## config.mk

```make
export PLATFORM = sky130hd
export DESIGN_NAME = scalar_colormap_unit
export DESIGN_NICKNAME = d
export VERILOG_FILES = /design/src/hdl/sclmap_pkg.sv /design/src/hdl/sclmap_div.sv /design/src/hdl/scalar_colormap_unit.sv
export VERILOG_INCLUDE_DIRS = /design/src /design/src/hdl
export SDC_FILE = /design/constraint.sdc
export NUM_CORES = 1
export LEC_CHECK = 0
export ABC_AREA = 0
export BUFFER_PORTS_ARGS = -buffer_cell sky130_fd_sc_hd__buf_4
export CAP_MARGIN = 20
export CORE_ASPECT_RATIO = 0.7
export CORE_UTILIZATION = 65
export CTS_CLUSTER_DIAMETER = 50
export DETAILED_ROUTE_END_ITERATION = 10
export PLACE_DENSITY_LB_ADDON = 0.1
export REMOVE_ABC_BUFFERS = 1
export SYNTH_ARGS = -nofsm -noshare
export SYNTH_HDL_FRONTEND = slang
export SYNTH_SLANG_ARGS = --single-unit
```

## constraint.sdc

```tcl
create_clock -name clk_i -period 19.6 [get_ports clk_i]
set_input_delay 3.92 -clock clk_i [delete_from_list [all_inputs] [get_ports clk_i]]
set_output_delay 3.92 -clock clk_i [all_outputs]
set_load 0.03 [all_outputs]
```

## src/hdl/assert_macros.svh

```systemverilog
// assertion macros for the rtl files, used by the colormap unit
`ifndef ASSERT_MACROS_SVH
`define ASSERT_MACROS_SVH

`ifndef NO_ASSERTIONS

// property must hold at every clock edge outside reset
`define SCM_ASSERT(lbl, prop, msg) \
  lbl: assert property (@(posedge clk_i) disable iff (!rst_ni) (prop)) \
    else $error(msg);

// condition must never be seen outside reset
`define SCM_ASSERT_NEVER(lbl, cond, msg) \
  lbl: assert property (@(posedge clk_i) disable iff (!rst_ni) !(cond)) \
    else $error(msg);

`else

`define SCM_ASSERT(lbl, prop, msg)
`define SCM_ASSERT_NEVER(lbl, cond, msg)

`endif

`endif

```

## src/hdl/sclmap_pkg.sv

```systemverilog
// shared widths, codes and divider interface types for the colormap unit
package sclmap_pkg;

  // sample and color widths
  localparam int SAMPLE_BITS = 32;
  localparam int COLOR_BITS  = 8;
  localparam int IN_W        = 32;
  localparam int CH_W        = 8;

  // normalized fraction: q0.16 plus one integer bit for exactly one
  localparam int FRAC_BITS = 16;
  localparam int T_W       = FRAC_BITS + 1;

  // range differences are non-negative and need one extra bit
  localparam int DIFF_W = SAMPLE_BITS + 1;
  localparam int CNT_W  = $clog2(FRAC_BITS);

  // request kinds carried in tuser
  typedef enum logic [1:0] {
    REQ_CLEAR = 2'd0,
    REQ_SCAN  = 2'd1,
    REQ_MAP   = 2'd2
  } req_e;

  // color modes of the configuration register
  typedef enum logic [1:0] {
    MODE_GREY    = 2'd0,
    MODE_BLEND   = 2'd1,
    MODE_RAINBOW = 2'd2
  } mode_e;

  // sequencer states
  typedef enum logic [1:0] {
    ST_IDLE = 2'd0,
    ST_DIV  = 2'd1,
    ST_EMIT = 2'd2
  } state_e;

  // divider request and response
  typedef struct packed {
    logic              start;
    logic [DIFF_W-1:0] num;
    logic [DIFF_W-1:0] den;
  } div_req_t;

  typedef struct packed {
    logic                 busy;
    logic                 done;
    logic [FRAC_BITS-1:0] quot;
  } div_rsp_t;

endpackage

```

## src/hdl/sclmap_div.sv

```systemverilog
// iterative restoring divider giving a q0.16 fraction num/den with num < den
module sclmap_div (
  input  logic                clk_i,
  input  logic                rst_ni,
  input  sclmap_pkg::div_req_t req_i,
  output sclmap_pkg::div_rsp_t rsp_o
);
  import sclmap_pkg::*;

  logic [DIFF_W-1:0]    rem_q, rem_d;
  logic [DIFF_W-1:0]    den_q;
  logic [FRAC_BITS-1:0] quot_q;
  logic [CNT_W-1:0]     cnt_q;
  logic                 busy_q, done_q;
  logic [DIFF_W:0]      shifted;
  logic [DIFF_W:0]      diff;
  logic                 ge;

  // one quotient bit per cycle: shift, compare, subtract
  assign shifted = {rem_q, 1'b0};
  assign diff    = shifted - {1'b0, den_q};
  assign ge      = shifted >= {1'b0, den_q};
  assign rem_d   = ge ? diff[DIFF_W-1:0] : shifted[DIFF_W-1:0];

  // control state
  always_ff @(posedge clk_i or negedge rst_ni) begin
    if (!rst_ni) begin
      busy_q <= 1'b0;
      done_q <= 1'b0;
      cnt_q  <= '0;
    end else begin
      done_q <= 1'b0;
      if (req_i.start) begin
        busy_q <= 1'b1;
        cnt_q  <= CNT_W'(FRAC_BITS - 1);
      end else if (busy_q) begin
        cnt_q <= cnt_q - 1'b1;
        if (cnt_q == '0) begin
          busy_q <= 1'b0;
          done_q <= 1'b1;
        end
      end
    end
  end

  // remainder and quotient
  always_ff @(posedge clk_i) begin
    if (req_i.start) begin
      rem_q  <= req_i.num;
      den_q  <= req_i.den;
      quot_q <= '0;
    end else if (busy_q) begin
      rem_q  <= rem_d;
      quot_q <= {quot_q[FRAC_BITS-2:0], ge};
    end
  end

  assign rsp_o.busy = busy_q;
  assign rsp_o.done = done_q;
  assign rsp_o.quot = quot_q;

endmodule

```

## src/hdl/scalar_colormap_unit.sv

```systemverilog
// scalar to color mapper: min/max range tracking and three color modes
// clear and scan beats act on the tracked range and give no result
// a map beat below the top of a proper range runs through the 16-step restoring
// divider first; top-of-range, out-of-range or improper-range maps go straight to emit
// the next beat is taken once the map result sits in the output register
// async active-low reset: range empty (low at max, high at min), greyscale mode
module scalar_colormap_unit (
  input  logic                        clk_i,
  input  logic                        rst_ni,
  // configuration write channel: color mode
  input  logic                        cfg_valid_i,
  output logic                        cfg_ready_o,
  input  logic [1:0]                  cfg_data_i,
  // input stream
  input  logic                        s_axis_tvalid_i,
  output logic                        s_axis_tready_o,
  input  logic [sclmap_pkg::IN_W-1:0] s_axis_tdata_i,   // [31:0] sample
  input  logic [1:0]                  s_axis_tuser_i,   // [1:0] req_type
  // output stream
  output logic                        m_axis_tvalid_o,
  input  logic                        m_axis_tready_i,
  output logic [23:0]                 m_axis_tdata_o,   // [7:0] red, [15:8] green,
                                                        // [23:16] blue
  output logic                        m_axis_tuser_o    // [0] degenerate
);
  import sclmap_pkg::*;

  localparam int PROD_W     = T_W + 16;
  localparam int FULL_SCALE = (1 << COLOR_BITS) - 1;
  localparam logic [T_W-1:0] T_ONE = T_W'(1 << FRAC_BITS);

  // hue sectors of 60 degrees
  localparam logic [2:0] SEC_RED_YEL  = 3'd0;
  localparam logic [2:0] SEC_YEL_GRN  = 3'd1;
  localparam logic [2:0] SEC_GRN_CYN  = 3'd2;
  localparam logic [2:0] SEC_CYN_BLU  = 3'd3;
  localparam logic [2:0] SEC_BLU_MAG  = 3'd4;

  // q1.16 fraction to a channel value
  function automatic logic [CH_W-1:0] channel(input logic [T_W-1:0] c);
    logic [PROD_W-1:0] p;
    p = PROD_W'(c) * PROD_W'(FULL_SCALE);
    return p[FRAC_BITS +: CH_W];
  endfunction

  state_e                        state_q, state_d;
  logic [1:0]                    mode_q;
  logic signed [SAMPLE_BITS-1:0] low_q, high_q;
  logic [T_W-1:0]                t_q, t_d;
  logic                          deg_q, deg_d;
  logic                          out_valid_q;
  logic [CH_W-1:0]               red_q, green_q, blue_q;
  logic                          out_deg_q;
  logic                          out_load;

  logic                          s_hs;
  req_e                          req;
  logic signed [SAMPLE_BITS-1:0] smp;
  logic signed [DIFF_W-1:0]      smp_x, low_x, high_x;
  logic                          lt_lo, lt_hi, rng_ok, at_top;

  logic                          div_start;
  div_req_t                      div_req;
  div_rsp_t                      div_rsp;

  // input decode and range compares
  assign s_axis_tready_o = (state_q == ST_IDLE);
  assign s_hs   = s_axis_tvalid_i && s_axis_tready_o;
  assign req    = req_e'(s_axis_tuser_i);
  assign smp    = SAMPLE_BITS'(signed'(s_axis_tdata_i));
  assign smp_x  = DIFF_W'(smp);
  assign low_x  = DIFF_W'(low_q);
  assign high_x = DIFF_W'(high_q);
  assign lt_lo  = smp < low_q;
  assign lt_hi  = high_q < smp;
  assign rng_ok = low_q < high_q;
  assign at_top = smp == high_q;

  assign div_req.start = div_start;
  assign div_req.num   = DIFF_W'(smp_x - low_x);
  assign div_req.den   = DIFF_W'(high_x - low_x);

  sclmap_div u_div (
    .clk_i  (clk_i),
    .rst_ni (rst_ni),
    .req_i  (div_req),
    .rsp_o  (div_rsp)
  );

  // sequencer state register
  always_ff @(posedge clk_i or negedge rst_ni) begin
    if (!rst_ni) begin
      state_q <= ST_IDLE;
    end else begin
      state_q <= state_d;
    end
  end

  // sequencer next state and controls
  always_comb begin
    state_d   = state_q;
    div_start = 1'b0;
    t_d       = t_q;
    deg_d     = deg_q;
    out_load  = 1'b0;
    case (state_q)
      ST_IDLE: begin
        if (s_hs && req == REQ_MAP) begin
          if (!rng_ok || lt_lo || lt_hi) begin
            deg_d   = 1'b1;
            state_d = ST_EMIT;
          end else if (at_top) begin
            deg_d   = 1'b0;
            t_d     = T_ONE;
            state_d = ST_EMIT;
          end else begin
            deg_d     = 1'b0;
            div_start = 1'b1;
            state_d   = ST_DIV;
          end
        end
      end
      ST_DIV: begin
        if (div_rsp.done) begin
          t_d     = {1'b0, div_rsp.quot};
          state_d = ST_EMIT;
        end
      end
      ST_EMIT: begin
        if (!out_valid_q || m_axis_tready_i) begin
          out_load = 1'b1;
          state_d  = ST_IDLE;
        end
      end
      default: begin
        state_d = ST_IDLE;
      end
    endcase
  end

  // fraction and degenerate flag of the item at work
  always_ff @(posedge clk_i) begin
    t_q   <= t_d;
    deg_q <= deg_d;
  end

  // configuration register
  assign cfg_ready_o = 1'b1;
  always_ff @(posedge clk_i or negedge rst_ni) begin
    if (!rst_ni) begin
      mode_q <= MODE_GREY;
    end else if (cfg_valid_i && cfg_ready_o) begin
      mode_q <= cfg_data_i;
    end
  end

  // tracked range
  always_ff @(posedge clk_i or negedge rst_ni) begin
    if (!rst_ni) begin
      low_q  <= {1'b0, {(SAMPLE_BITS-1){1'b1}}};
      high_q <= {1'b1, {(SAMPLE_BITS-1){1'b0}}};
    end else if (s_hs) begin
      case (req)
        REQ_CLEAR: begin
          low_q  <= {1'b0, {(SAMPLE_BITS-1){1'b1}}};
          high_q <= {1'b1, {(SAMPLE_BITS-1){1'b0}}};
        end
        REQ_SCAN: begin
          if (lt_lo) begin
            low_q <= smp;
          end
          if (lt_hi) begin
            high_q <= smp;
          end
        end
        default: begin
        end
      endcase
    end
  end

  // color formation from the fraction
  logic [T_W-1:0]   t_inv;
  logic [T_W+1:0]   hue;
  logic [2:0]       sector;
  logic [T_W-1:0]   x_frac;
  logic [T_W-1:0]   sel_frac;
  logic [CH_W-1:0]  ch_t, ch_x, ch_full;
  logic [CH_W-1:0]  red_d, green_d, blue_d;

  assign t_inv    = T_ONE - t_q;
  assign hue      = {t_inv, 2'b00};
  assign sector   = hue[T_W+1:FRAC_BITS];
  assign x_frac   = sector[0] ? T_ONE - T_W'(hue[FRAC_BITS-1:0])
                              : T_W'(hue[FRAC_BITS-1:0]);
  assign sel_frac = (mode_e'(mode_q) == MODE_BLEND) ? t_inv : x_frac;
  assign ch_t     = channel(t_q);
  assign ch_x     = channel(sel_frac);
  assign ch_full  = channel(T_ONE);

  always_comb begin
    red_d   = '0;
    green_d = '0;
    blue_d  = '0;
    if (!deg_q) begin
      case (mode_e'(mode_q))
        MODE_BLEND: begin
          red_d  = ch_t;
          blue_d = ch_x;
        end
        MODE_RAINBOW: begin
          case (sector)
            SEC_RED_YEL: begin
              red_d   = ch_full;
              green_d = ch_x;
            end
            SEC_YEL_GRN: begin
              red_d   = ch_x;
              green_d = ch_full;
            end
            SEC_GRN_CYN: begin
              green_d = ch_full;
              blue_d  = ch_x;
            end
            SEC_CYN_BLU: begin
              green_d = ch_x;
              blue_d  = ch_full;
            end
            SEC_BLU_MAG: begin
              red_d  = ch_x;
              blue_d = ch_full;
            end
            default: begin
              red_d  = ch_full;
              blue_d = ch_x;
            end
          endcase
        end
        default: begin
          red_d   = ch_t;
          green_d = ch_t;
          blue_d  = ch_t;
        end
      endcase
    end
  end

  // output register
  always_ff @(posedge clk_i or negedge rst_ni) begin
    if (!rst_ni) begin
      out_valid_q <= 1'b0;
    end else if (out_load) begin
      out_valid_q <= 1'b1;
    end else if (m_axis_tready_i) begin
      out_valid_q <= 1'b0;
    end
  end

  always_ff @(posedge clk_i) begin
    if (out_load) begin
      red_q     <= red_d;
      green_q   <= green_d;
      blue_q    <= blue_d;
      out_deg_q <= deg_q;
    end
  end

  assign m_axis_tvalid_o = out_valid_q;
  assign m_axis_tdata_o  = {blue_q, green_q, red_q};
  assign m_axis_tuser_o  = out_deg_q;

  // checks
`include "assert_macros.svh"

  `SCM_ASSERT(a_deg_black, m_axis_tvalid_o && m_axis_tuser_o |-> m_axis_tdata_o == '0, "degenerate beat with nonzero color")
  `SCM_ASSERT(a_div_in_seq, div_rsp.done |-> state_q == ST_DIV, "divider finished outside divide state")
  `SCM_ASSERT(a_scan_order, s_hs && req == REQ_SCAN |=> low_q <= high_q, "range bounds out of order after scan")
  `SCM_ASSERT_NEVER(a_start_busy, div_req.start && div_rsp.busy, "divider restarted while busy")

endmodule
```

==> parameters.txt <==
Parameter                              Value

Setup path
  Data required time at the worst endpoint ... between 15 and 20 ns
  Crit-path slowest cell ... sky130_fd_sc_hd__xnor2_1
  Largest fanout on the critical path ... 11
  Family with the most delay on the worst path ... compound AO/OA/AOI/OAI gates
  Worst Setup End Kind ... register
  Peak per-stage delay on the critical path ... between 0.7 and 0.8 ns
  Buf+Inv Stages, Crit Path ... 4
  Data arrival time of the worst path ... 8.24 ns
  CP Launch Type ... register
  Most Frequent Cell on Critical Path ... sky130_fd_sc_hd__inv_1
  Class of the most critical setup path ... register to register

Placed design
  GP Congestion ... just over 0.9
  Number of cells in the design after placement ... 2623
  Area post-placement ... 0.0213 sq mm
  Setup slack after placement ... approximately 11 ns
  Count of input and output buffers ... 67
  Detailed placement HPWL ... 38000 um

Detailed routing
  Ratio of routed vias to standard cells ... approximately 6.0
  Antenna Nets Post-Route ... 0
  Count of TritonRoute iterations in the first routing pass ... 6
  Drt total wl ... 47300 um
  Iteration-0 DRC Markers ... 1214
  Met1 routed wirelength after detailed routing ... 21700 um
  Wire length per cell ... 17.8 um
  Detailed-route via count ... 15834
  DRC violation count after routing ... 0
  Length of routed met3 wiring ... 2890 um
  Highest metal layer with signal wires ... met4
  Routed met2 length ... 21900 um

Clock tree
  TritonCTS clock tree ... done
  CTS resizes ... 0
  Number of setup buffers added after CTS ... 0
  Number of buffers inserted during clock tree synthesis ... 17
  Root buffer selected by CTS ... sky130_fd_sc_hd__clkbuf_16
  CTS Buffer Depth ... 2
  H-tree depth reported by CTS ... 4
  Count of hold buffers inserted by post-cts repair ... 0
  Clock Pin Slew Worst Setup and Hold Paths ... 0.09 ns
  Clock latency of the later-clocked register in the worst-skew pair ... 0.46 ns
  Clk sink count ... 200

Pwr
  Power density cells ... 148 mW/mm^2
  Leakage ... about 10 nW
  Power, Total ... 3.24 mW
  Max VDD drop ... 0.116 mV

Layout
  Final #Nets ... 2649
  Antenna fix cells ... 0
  Share of post-route cells with drive strength above 1 ... 0.0784
  Final Instance Count excl. Fillers ... about 2700
  Signed area change from the synthesized netlist to the final layout ... 7.29%
  Final cell utilization of the core ... 0.720
  Post-layout instance area ... ~0.022 sq mm

Global route
  Initial antenna violation count ... 0
  First-pass GRT wire length ... 78200 um
  Vias in the first global route ... around 16000
  Maximum number of pins on one net before global-route repair ... 70
  Leftover overflow at the end of global routing ... 0
  GRT Util Overall ... 0.308

Die
  Area of the die ... 0.0321 sq mm
  I/O Pins ... roughly 70
  Chip height ... 150 um
  Width of the die ... 214 um
  Count of standard-cell rows ... 53
  Initial core utilization ... 0.671
  Placeable Area ... 0.0304 sq mm

Timing
  Setup repair after global routing missed its margin ... no
  Setup total negative slack ... 0 ns
  Worst Max-Slew Pin Slew ... 1.07 ns
  Worst hold slack ... 0.520 ns
  Total count of max-transition violations in the final report ... 0
  Final setup violating endpoints ... 0
  Achievable frequency ... 0.124 GHz
  Post-route setup slack ... 11.57 ns
  Final worst path period need ... around 8.0 ns
  Final hold vios ... 0
  Post-route clock skew ... between 0.015 and 0.02 ns
  Slew headroom ... 0.282
  Final critical-path share of the clock period ... 0.410

Yosys
  Total of flip-flops plus latches after synthesis ... 200
  Avg Inst Size Synth ... 9.30 sq um
  Post-Synthesis Cells ... 2196
  Number of enable flip-flop cells after synthesis ... 109
  Top FF cell, synth ... sky130_fd_sc_hd__edfxtp_1
  Combined area of all synthesized cells ... a little over 0.02 sq mm
  Count of synthesis-stage warnings from yosys ... 0
  Async set-or-reset flop fraction in the synthesized netlist ... 0.375
  Number of library cell types mapped by synthesis ... 87
  Share of the yosys chip area belonging to registers ... 0.270

Run
  Reported max-cap violation count ... 0

Status
  Outcome ... complete, no violations

Worst hold path
  Type of the worst min-delay path ... register to register
==> report_power, final <==
group	internal, mW	total, mW	leakage, nW	switching (mW)
registers	0.665	0.747	2.04	0.0821
clock network	0.177	0.370	0.303	0.193
logic	0.856	2.12	8.05	1.26
total	1.70	3.24	10.4	1.54
==> kinds of logic (layout without fill, tap and decap cells) <==
family,count (synthesis),in the layout,share of synthesized area
other,1,1,0.000184
buffers and inverters,383,431,0.0722
adder cells (fa/ha/maj),379,379,0.280
flip-flops,200,200,0.270
AO/OA/AOI/OAI,554,554,0.173
multiplexers,41,41,0.0205
XOR/XNOR,163,163,0.0716
AND/OR/NAND/NOR,475,475,0.113
==> flip-flops by register name (all words and copies together) (netlist names), 8 cells and up <==
| register | count |
|---|---|
| u_div.rem_q | 33 |
| u_div.den_q | 33 |
| high_q | 32 |
| t_q | 17 |
| blue_q | 8 |
| u_div.quot_q | 16 |
| red_q | 8 |
| green_q | 8 |
| low_q | 32 |
==> cells in the final DEF, fill, tap and decap left out, drive strengths merged, types with 12 or more instances in the layout <==
cell    instances
a21oi         128
nand2b         19
inv           330
nand2         166
or3            16
nand4          31
o21bai         16
nor2          104
fa            130
dfrtp          43
and2           26
a21o           68
a31oi          12
dfstp          32
xnor2          90
and3           12
o21a           23
clkbuf         17
nand3          30
edfxtp        109
xor2           73
ha            247
mux2i          38
nor2b          22
nor3           17
o21ai         176
dfxtp          16
buf            78
o31ai          39
==> path summary, 6_finish.rpt <==
kind                                               from                            to  slack, ns  cells after the start
max in group asynchronous                        rst_ni         mode_q[1]$_DFFE_PN0P_      15.23                      2
hold reg to reg            u_div.quot_q[5]$_SDFFE_PP0P_  u_div.quot_q[5]$_SDFFE_PP0P_       0.52                      2
min in group asynchronous                        rst_ni         high_q[5]$_DFFE_PN0P_       3.37                      1
hold / removal             u_div.quot_q[5]$_SDFFE_PP0P_  u_div.quot_q[5]$_SDFFE_PP0P_       0.52                      2
setup reg to reg                   t_q[0]$_SDFFCE_PN0P_        red_q[5]$_SDFFCE_PP0P_      11.57                     28
setup / recovery                   t_q[0]$_SDFFCE_PN0P_        red_q[5]$_SDFFCE_PP0P_      11.57                     28
==> cell usage after synthesis (all sizes together), types with 17 or more instances <==
cell type | count | area [sq um]
inv | 321 | 1200
ha | 247 | 3090
o21ai | 176 | 907
nand2 | 166 | 623
fa | 130 | 2600
a21oi | 128 | 652
edfxtp | 109 | 3270
nor2 | 104 | 390
xnor2 | 90 | 788
xor2 | 73 | 673
a21o | 68 | 510
dfrtp | 43 | 1080
clkbuf | 42 | 159
o31ai | 39 | 293
mux2i | 38 | 384
dfstp | 32 | 841
nand4 | 31 | 200
nand3 | 30 | 150
and2 | 26 | 163
o21a | 23 | 173
nor2b | 22 | 138
buf | 20 | 111
nand2b | 19 | 119
nor3 | 17 | 96.4
==> per-layer routing <==
| metal | track usage | up-vias |
|---|---|---|
| met5 | 0 | - |
| met4 | 0.0850 | 0 |
| met3 | 0.0438 | 67 |
| met2 | 0.498 | 525 |
| met1 | 0.433 | 7593 |
| li1 | - | 7649 |
==> worst reg2reg max path: cells and delay by family (launching register included) <==
kind            cells  cell delay, ns
xor+xnor            6            2.04
compound gates      9            2.27
simple gates        4            0.43
fa+ha+maj           5            2.05
buf+inv             4            0.40
flops               1            0.62
==> layout make-up <==
| type | instances | area [sq um] |
|---|---|---|
| repair buffers | 78 | 593 |
| clock buffers | 17 | 425 |
| clock inverters | 15 | 201 |
| fillers | 2316 | 8530 |
| inverters | 321 | 1200 |
| well taps | 412 | 515 |
| multi-input cells | 1613 | 13500 |
| flip-flops and latches | 200 | 5510 |
Power figures use the tool's default switching activity.
